## config.mk

```make
export PLATFORM = sky130hd
export DESIGN_NAME = websocket_frame_parser
export DESIGN_NICKNAME = d
export VERILOG_FILES = /design/src/hw/rtl/wsfp_pkg.sv /design/src/hw/rtl/wsfp_parser.sv /design/src/hw/rtl/wsfp_out_stage.sv /design/src/hw/rtl/websocket_frame_parser.sv
export SDC_FILE = /design/constraint.sdc
export NUM_CORES = 1
export LEC_CHECK = 0
export BUFFER_PORTS_ARGS = -buffer_cell sky130_fd_sc_hd__buf_2
export CAP_MARGIN = 30
export CORE_ASPECT_RATIO = 0.5
export CORE_MARGIN = 1
export CORE_UTILIZATION = 35
export CTS_CLUSTER_SIZE = 10
export DETAILED_ROUTE_END_ITERATION = 6
export PLACE_DENSITY_LB_ADDON = 0.08
export SLEW_MARGIN = 10
export SYNTH_ARGS = -nofsm -noshare
export SYNTH_HDL_FRONTEND = slang
export SYNTH_SLANG_ARGS = --single-unit
```

## constraint.sdc

```tcl
create_clock -name clk -period 2.4 [get_ports clk]
set_input_delay 0.24 -clock clk [delete_from_list [all_inputs] [get_ports clk]]
set_output_delay 0.24 -clock clk [all_outputs]
set_load 0.02 [all_outputs]
```

## src/hw/rtl/wsfp_pkg.sv

```systemverilog
// ----------------------------------------------------------------------------
// wsfp_pkg
// Shared types and constants for the WebSocket frame parser.
// ----------------------------------------------------------------------------
package wsfp_pkg;

  // Parser phases, one-hot
  typedef enum logic [5:0] {
    PH_HDR0 = 6'b000001,
    PH_HDR1 = 6'b000010,
    PH_EXT  = 6'b000100,
    PH_KEY  = 6'b001000,
    PH_PAY  = 6'b010000,
    PH_TAIL = 6'b100000
  } phase_t;

  // Frame status codes
  localparam logic [1:0] ST_FINAL = 2'd0;
  localparam logic [1:0] ST_MORE  = 2'd1;
  localparam logic [1:0] ST_TRUNC = 2'd2;

  // Header constants
  localparam logic [7:0] FLAG_MASK = 8'h80;
  localparam logic [6:0] LEN_EXT16 = 7'd126;
  localparam logic [6:0] LEN_EXT64 = 7'd127;
  localparam logic [3:0] EXT16_BYTES = 4'd2;
  localparam logic [3:0] EXT64_BYTES = 4'd8;
  localparam logic [3:0] KEY_BYTES   = 4'd4;

  typedef struct packed {
    logic [7:0] payload_byte;
    logic       payload_valid;
    logic       frame_done;
    logic [1:0] frame_status;
  } result_t;

endpackage

```

## src/hw/rtl/wsfp_parser.sv

```systemverilog
// ----------------------------------------------------------------------------
// wsfp_parser
// Frame state and per-byte next-state logic; produces at most one result
// for each byte stepped through.
// ----------------------------------------------------------------------------
module wsfp_parser #(
  parameter int LENGTH_BITS = 64
) (
  input  logic              clk,
  input  logic              rst,
  input  logic              step,
  input  logic [7:0]        in_byte,
  input  logic              in_last,
  output logic              res_valid,
  output wsfp_pkg::result_t res
);
  import wsfp_pkg::*;

  phase_t                   phase, phase_next;
  logic                     fin, fin_next;
  logic                     mask, mask_next;
  logic [3:0]               left, left_next;
  logic [LENGTH_BITS-1:0]   remain, remain_next;
  logic                     ovf, ovf_next;
  logic [31:0]              key, key_next;
  logic [1:0]               pos, pos_next;

  logic                     start_body;
  logic                     body_zero;
  logic [6:0]               len7;
  logic [LENGTH_BITS-1:0]   shifted;
  logic                     ovf_acc;
  logic [7:0]               key_byte;
  logic                     pay_valid;
  logic [7:0]               pay_byte;

  assign len7     = in_byte[6:0];
  assign shifted  = {remain[LENGTH_BITS-9:0], in_byte};
  assign ovf_acc  = ovf | (remain[LENGTH_BITS-1 -: 8] != 8'd0);
  assign key_byte = key[8*(3-pos) +: 8];

  always_comb begin
    phase_next  = phase;
    fin_next    = fin;
    mask_next   = mask;
    left_next   = left;
    remain_next = remain;
    ovf_next    = ovf;
    key_next    = key;
    pos_next    = pos;
    start_body  = 1'b0;
    body_zero   = 1'b0;
    pay_valid   = 1'b0;
    pay_byte    = 8'd0;

    case (phase)
      PH_HDR0: begin
        fin_next   = in_byte[7];
        phase_next = PH_HDR1;
      end
      PH_HDR1: begin
        mask_next   = (in_byte & FLAG_MASK) != 8'd0;
        ovf_next    = 1'b0;
        remain_next = '0;
        if (len7 == LEN_EXT16) begin
          left_next  = EXT16_BYTES;
          phase_next = PH_EXT;
        end else if (len7 == LEN_EXT64) begin
          left_next  = EXT64_BYTES;
          phase_next = PH_EXT;
        end else begin
          remain_next = LENGTH_BITS'(len7);
          start_body  = 1'b1;
          body_zero   = (len7 == 7'd0);
        end
      end
      PH_EXT: begin
        left_next = left - 4'd1;
        if (left == 4'd1) begin
          // saturate lengths that do not fit
          remain_next = ovf_acc ? '1 : shifted;
          start_body  = 1'b1;
          body_zero   = !ovf_acc && (shifted == '0);
        end else begin
          remain_next = shifted;
          ovf_next    = ovf_acc;
        end
      end
      PH_KEY: begin
        key_next  = {key[23:0], in_byte};
        left_next = left - 4'd1;
        if (left == 4'd1) begin
          pos_next   = 2'd0;
          phase_next = (remain == '0) ? PH_TAIL : PH_PAY;
        end
      end
      PH_PAY: begin
        pay_valid   = 1'b1;
        pay_byte    = mask ? (in_byte ^ key_byte) : in_byte;
        pos_next    = pos + 2'd1;
        remain_next = remain - LENGTH_BITS'(1);
        if (remain == LENGTH_BITS'(1)) begin
          phase_next = PH_TAIL;
        end
      end
      PH_TAIL: begin
      end
      default: begin
        phase_next = PH_HDR0;
      end
    endcase

    if (start_body) begin
      if (mask_next) begin
        left_next  = KEY_BYTES;
        key_next   = 32'd0;
        phase_next = PH_KEY;
      end else begin
        pos_next   = 2'd0;
        phase_next = body_zero ? PH_TAIL : PH_PAY;
      end
    end

    res.payload_byte  = pay_byte;
    res.payload_valid = pay_valid;
    res.frame_done    = in_last;
    res.frame_status  = 2'd0;
    if (in_last) begin
      res.frame_status = (phase_next == PH_TAIL) ? (fin ? ST_FINAL : ST_MORE) : ST_TRUNC;
      // each buffer starts clean
      phase_next  = PH_HDR0;
      fin_next    = 1'b0;
      mask_next   = 1'b0;
      left_next   = 4'd0;
      remain_next = '0;
      ovf_next    = 1'b0;
      key_next    = 32'd0;
      pos_next    = 2'd0;
    end
    res_valid = pay_valid | in_last;
  end

  always_ff @(posedge clk) begin
    if (rst) begin
      phase  <= PH_HDR0;
      fin    <= 1'b0;
      mask   <= 1'b0;
      left   <= 4'd0;
      remain <= '0;
      ovf    <= 1'b0;
      key    <= 32'd0;
      pos    <= 2'd0;
    end else if (step) begin
      phase  <= phase_next;
      fin    <= fin_next;
      mask   <= mask_next;
      left   <= left_next;
      remain <= remain_next;
      ovf    <= ovf_next;
      key    <= key_next;
      pos    <= pos_next;
    end
  end

endmodule

```

## src/hw/rtl/wsfp_out_stage.sv

```systemverilog
// ----------------------------------------------------------------------------
// wsfp_out_stage
// Result register facing the output stream; holds a result until taken.
// ----------------------------------------------------------------------------
module wsfp_out_stage (
  input  logic              clk,
  input  logic              rst,
  input  logic              load,
  input  wsfp_pkg::result_t res_in,
  input  logic              out_tready,
  output logic              out_tvalid,
  output logic              can_load,
  output wsfp_pkg::result_t res_out
);
  import wsfp_pkg::*;

  logic    held;
  result_t res_q;

  assign can_load   = !held || out_tready;
  assign out_tvalid = held;
  assign res_out    = res_q;

  always_ff @(posedge clk) begin
    if (rst) begin
      held <= 1'b0;
    end else if (can_load) begin
      held <= load;
    end
  end

  always_ff @(posedge clk) begin
    if (load && can_load) begin
      res_q <= res_in;
    end
  end

endmodule

```

## src/hw/rtl/websocket_frame_parser.sv

```systemverilog
// ----------------------------------------------------------------------------
// websocket_frame_parser
// WebSocket (RFC 6455) frame deframer: header decode, unmasking, status.
// ----------------------------------------------------------------------------
// Takes one received byte per cycle and keeps that rate with no gaps while
// the output is not stalled. Each accepted byte is held in the input
// register, then the frame state and its result are updated in one step
// into the result register. Payload bytes leave unmasked as they arrive;
// the buffer's last byte always gives a result with tlast set and the
// status (final, non-final, truncated) in tuser. On a truncated status the
// payload already sent for that buffer is to be dropped. Bytes past the
// payload and header-only bytes give no result. Backpressure on the output
// stalls the input side in the same cycle once the input register is full.
module websocket_frame_parser #(
  parameter int LENGTH_BITS = 64
) (
  input  logic       clk,
  input  logic       rst,
  input  logic       s_axis_tvalid,
  output logic       s_axis_tready,
  input  logic [7:0] s_axis_tdata,  // [7:0] data_byte
  input  logic       s_axis_tlast,  // end_of_buffer
  output logic       m_axis_tvalid,
  input  logic       m_axis_tready,
  output logic [7:0] m_axis_tdata,  // [7:0] payload_byte
  output logic [2:0] m_axis_tuser,  // [0] payload_valid, [2:1] frame_status
  output logic       m_axis_tlast   // frame_done
);
  import wsfp_pkg::*;

  logic       in_valid;
  logic [7:0] in_byte;
  logic       in_last;
  logic       out_ready;
  logic       step;
  logic       res_valid;
  result_t    res;
  result_t    res_q;

  assign s_axis_tready = !in_valid || out_ready;
  assign step          = in_valid && out_ready;

  always_ff @(posedge clk) begin
    if (rst) begin
      in_valid <= 1'b0;
    end else if (s_axis_tready) begin
      in_valid <= s_axis_tvalid;
    end
  end

  always_ff @(posedge clk) begin
    if (s_axis_tvalid && s_axis_tready) begin
      in_byte <= s_axis_tdata;
      in_last <= s_axis_tlast;
    end
  end

  wsfp_parser #(
    .LENGTH_BITS(LENGTH_BITS)
  ) u_parser (
    .clk       (clk),
    .rst       (rst),
    .step      (step),
    .in_byte   (in_byte),
    .in_last   (in_last),
    .res_valid (res_valid),
    .res       (res)
  );

  wsfp_out_stage u_out (
    .clk        (clk),
    .rst        (rst),
    .load       (step && res_valid),
    .res_in     (res),
    .out_tready (m_axis_tready),
    .out_tvalid (m_axis_tvalid),
    .can_load   (out_ready),
    .res_out    (res_q)
  );

  assign m_axis_tdata = res_q.payload_byte;
  assign m_axis_tuser = {res_q.frame_status, res_q.payload_valid};
  assign m_axis_tlast = res_q.frame_done;

  // every result carries a byte, a status, or both
  a_no_empty_result: assert property (@(posedge clk) disable iff (rst)
    m_axis_tvalid |-> (m_axis_tuser[0] || m_axis_tlast))
    else $error("result with neither payload nor end of buffer");

  // status only on the last result of a buffer
  a_status_on_last: assert property (@(posedge clk) disable iff (rst)
    (m_axis_tvalid && !m_axis_tlast) |-> (m_axis_tuser[2:1] == ST_FINAL))
    else $error("frame status set before end of buffer");

  // status-only result carries a zero byte
  a_zero_byte: assert property (@(posedge clk) disable iff (rst)
    (m_axis_tvalid && !m_axis_tuser[0]) |-> (m_axis_tdata == 8'd0))
    else $error("nonzero byte on a status-only result");

  // a stalled output blocks the input once the input register is full
  a_stall_blocks: assert property (@(posedge clk) disable iff (rst)
    (m_axis_tvalid && !m_axis_tready && in_valid) |-> !s_axis_tready)
    else $error("input accepted while pipeline is stalled and full");

endmodule

```

==> impl_metrics.json <==
{
  "status": "finished with violations",
  "violations": "negative setup slack",
  "min_period_ns": 2.46,
  "clock.fmax_mhz": 407,
  "clkSlewWorstSetupHoldPaths_ns": 0.06,
  "layout-drive-gt1-share": 0.244,
  "drc": 0,
  "p_int_w": 0.00394,
  "clock_latency_ns": 0.44,
  "std_cell_rows": 37,
  "stdcell_count": 1349,
  "fin_skew_ns": 0.0128,
  "cap_viol_max_count": 0,
  "synth_top_area_frac": 0.301,
  "cts_tree": "yes",
  "min_path_type": "in2reg",
  "grt-ovfl-total": 0,
  "synth-seq-cells": 134,
  "fp.dieW_um": 209,
  "cp-start-kind": "flip-flop",
  "finalSetupViolations": 1,
  "worstSetupEndpointType": "flip-flop",
  "antenna_found_initial": 0,
  "ys_async_sr_fraction": 0,
  "finalHoldViolCount": 0,
  "period_share": 1.02,
  "core_area_um2": 20800,
  "syn_nets": 952,
  "wl_per_cell_um": 19.8,
  "synth-edff-count": 21,
  "seq_area_frac_synth": 0.385,
  "synth.area.top_cells": "dfxtp_1 30%, edfxtp_1 8.4%, o21ai_0 7.3%",
  "synth_area_um2": 7510,
  "die_h_um": 106,
  "seqPwrFrac": 0.446,
  "grt_usage": 0.249,
  "ir_worst_vdd_mv": 0.435,
  "grt_max_degree": 41,
  "leakage_nw": 3.80,
  "place.gp.congestion": 0.878,
  "dr.pass1.iters": 6,
  "synth_largest_area_cell": "dfxtp_1",
  "power_density_nw_per_um2": 535,
  "dp_slack_ns": -0.0558,
  "grt_pass1_vias": 7628,
  "nets": 1082,
  "cts_buffers": 17,
  "syn_avg_cell_area_um2": 8.04,
  "crit_arrival_ns": 2.83,
  "tightest_slew_ns": 0.571,
  "required_ns": 2.78,
  "clock-sinks": 134,
  "ys.flop_type": "dfxtp_1",
  "grt_pass1_wl_mm": 42.6,
  "yosysWarnings": 0,
  "clkPwrFrac": 0.505,
  "synth.distinct_cells": 74,
  "port_buffers": 26,
  "vias": 7859,
  "relSlewSlack": 0.617,
  "clockBufferDepth": 2,
  "dieArea_um2": 22100,
  "finalPower_w": 0.00519,
  "io_pins": 27,
  "detail_route.iter0.violations": 728,
  "start_util": 0.361,
  "htreeDepth": 4,
  "ant_nets": 0,
  "whs_ns": 0.0301,
  "setup_slack_ns": -0.0572,
  "dpl.hpwl_mm": 18.2,
  "critPathKind": "reg2reg",
  "rsz0062_at_grt": "true",
  "combPwrFrac": 0.049,
  "nFillCells": 2070,
  "via_per_inst": 5.83,
  "root_buffer": "clkbuf_16",
  "switchingPower_w": 0.00125,
  "cp_max_fo": 4,
  "dp.cells": 1300,
  "diodes": 0,
  "drt-total-wl_mm": 26.7,
  "final_max_slew_viol_count": 0,
  "syn_inst": 934,
  "area_growth_pct": 29.2,
  "swShare": 0.241
}
-- stage by stage --
step / utilization / TNS [ns] / area (um^2)
5_1_grt: 0.467 / -0.340 / 9700
3_5_place_dp: 0.424 / -0.127 / 8810
6_report: 0.467 / -0.0572 / 9700
2_1_floorplan: - / -0.0136 / 7560
4_1_cts: 0.458 / -0.0729 / 9510
3_3_place_gp: 0.424 / -0.0601 / 8810
-- state kept, by name (all words and copies together) (netlist names) --
register,flops
in_byte,8
in_last,1
in_valid,1
u_out.out_tvalid,1
u_out.res_out,12
u_parser.fin,1
u_parser.key,32
u_parser.left,4
u_parser.mask,1
u_parser.ovf,1
u_parser.phase,6
u_parser.pos,2
u_parser.remain,64
-- cells by family after synthesis --
group | share of synthesized area
AND/OR/NAND/NOR | 0.256
multiplexers | 0.0280
XOR/XNOR | 0.0303
flip-flops | 0.385
AO/OA/AOI/OAI | 0.243
buffers and inverters | 0.0488
adder cells (fa/ha/maj) | 0.00833
-- Yosys cell counts, types with 4 or more instances --
library cell and count:
dfxtp_1 113, nand2_1 113, o21ai_0 109, nor2_1 74, a21oi_1 67, clkbuf_1 58, nand3_1 54, nor3_1 32
nor4_1 28, edfxtp_1 21, o211ai_1 20, xor2_1 20, or3_1 14, a22o_1 12, inv_1 12, or4_1 11
nand4_1 10, a31oi_1 9, mux4_2 8, and2_1 7, nor3b_1 7, o311ai_0 7, o21a_1 6, o41ai_1 6
or2_2 6, xnor2_1 6, a21o_1 5, a221oi_1 5, and3_1 5, ha_1 5, o31a_1 5, buf_1 4
-- final timing paths --
kind / start / endpoint / slack (ns) / depth (start not counted)
min reg2reg: u_parser.key[26] / u_parser.key[26] / 0.45 / 2
max reg2reg: u_parser.remain[12] / u_parser.remain[54] / -0.06 / 6
min: s_axis_tvalid / in_valid / 0.03 / 3
max: u_parser.remain[12] / u_parser.remain[54] / -0.06 / 6
-- routing by layer --
metal | wire length [um] | GRT usage | vias to the layer above
met5 | 0 | 0 | -
met4 | 342 | 0.0667 | 0
met3 | 1350 | 0.0450 | 30
met2 | 12100 | 0.402 | 210
met1 | 12900 | 0.341 | 3857
li1 | - | - | 3762
-- placed cells by master (no fill, tap or decap), types with 6 or more instances in the layout --
cell	n
buf_4	137
nand2_1	113
dfxtp_1	109
o21ai_0	105
nor2_1	73
a21oi_1	67
nand3_1	53
nor3_1	27
buf_2	26
edfxtp_1	21
xor2_1	20
nor4_1	20
o211ai_1	20
clkbuf_16	17
or3_1	13
a22o_1	12
inv_1	10
nand4_1	10
a31oi_1	9
dlygate4sd3_1	9
or4_1	8
mux4_2	8
and2_1	7
nor4_2	7
o311ai_0	7
nor3_2	6
xnor2_1	6
or4_4	6
o21a_1	6
o41ai_1	6
buf_12	6
-- power groups by stage --
stage	combinational [W]	sequential, W	clock (W)
finish	0.000254	0.00232	0.00262
detailed placement	0.000238	0.00236	0
CTS	0.000251	0.00232	0.00266
global route	0.000274	0.00232	0.00278
global placement	0.000238	0.00236	0
floorplan	0.000126	0.00237	0
-- worst max-delay path, stage by stage (launching register included) --
cell and delay, ns:
dfxtp_1 0.34, or4_4 0.52, or4_4 0.53, or4_4 0.43
or4_1 0.40, nand3_1 0.10, a21o_1 0.08
-- area by class of cell --
cell class              instances  area [um^2]  area share
flip-flops and latches        134         2900       0.299
clock buffers                  19          443      0.0456
clock inverters                12          131      0.0135
repair buffers                181         1400       0.145
multi-input cells             717         4440       0.457
inverters                      13         48.8     0.00503
well taps                     273          342      0.0352
-- repair_timing --
action,CTS,global route
hold endpoints to repair,9,0
buffers inserted,1,8
hold buffers,9,0
resized for setup,6,30
endpoints found under the setup margin,6,31
pin swaps,0,9
(Power assumes the default switching activity.)
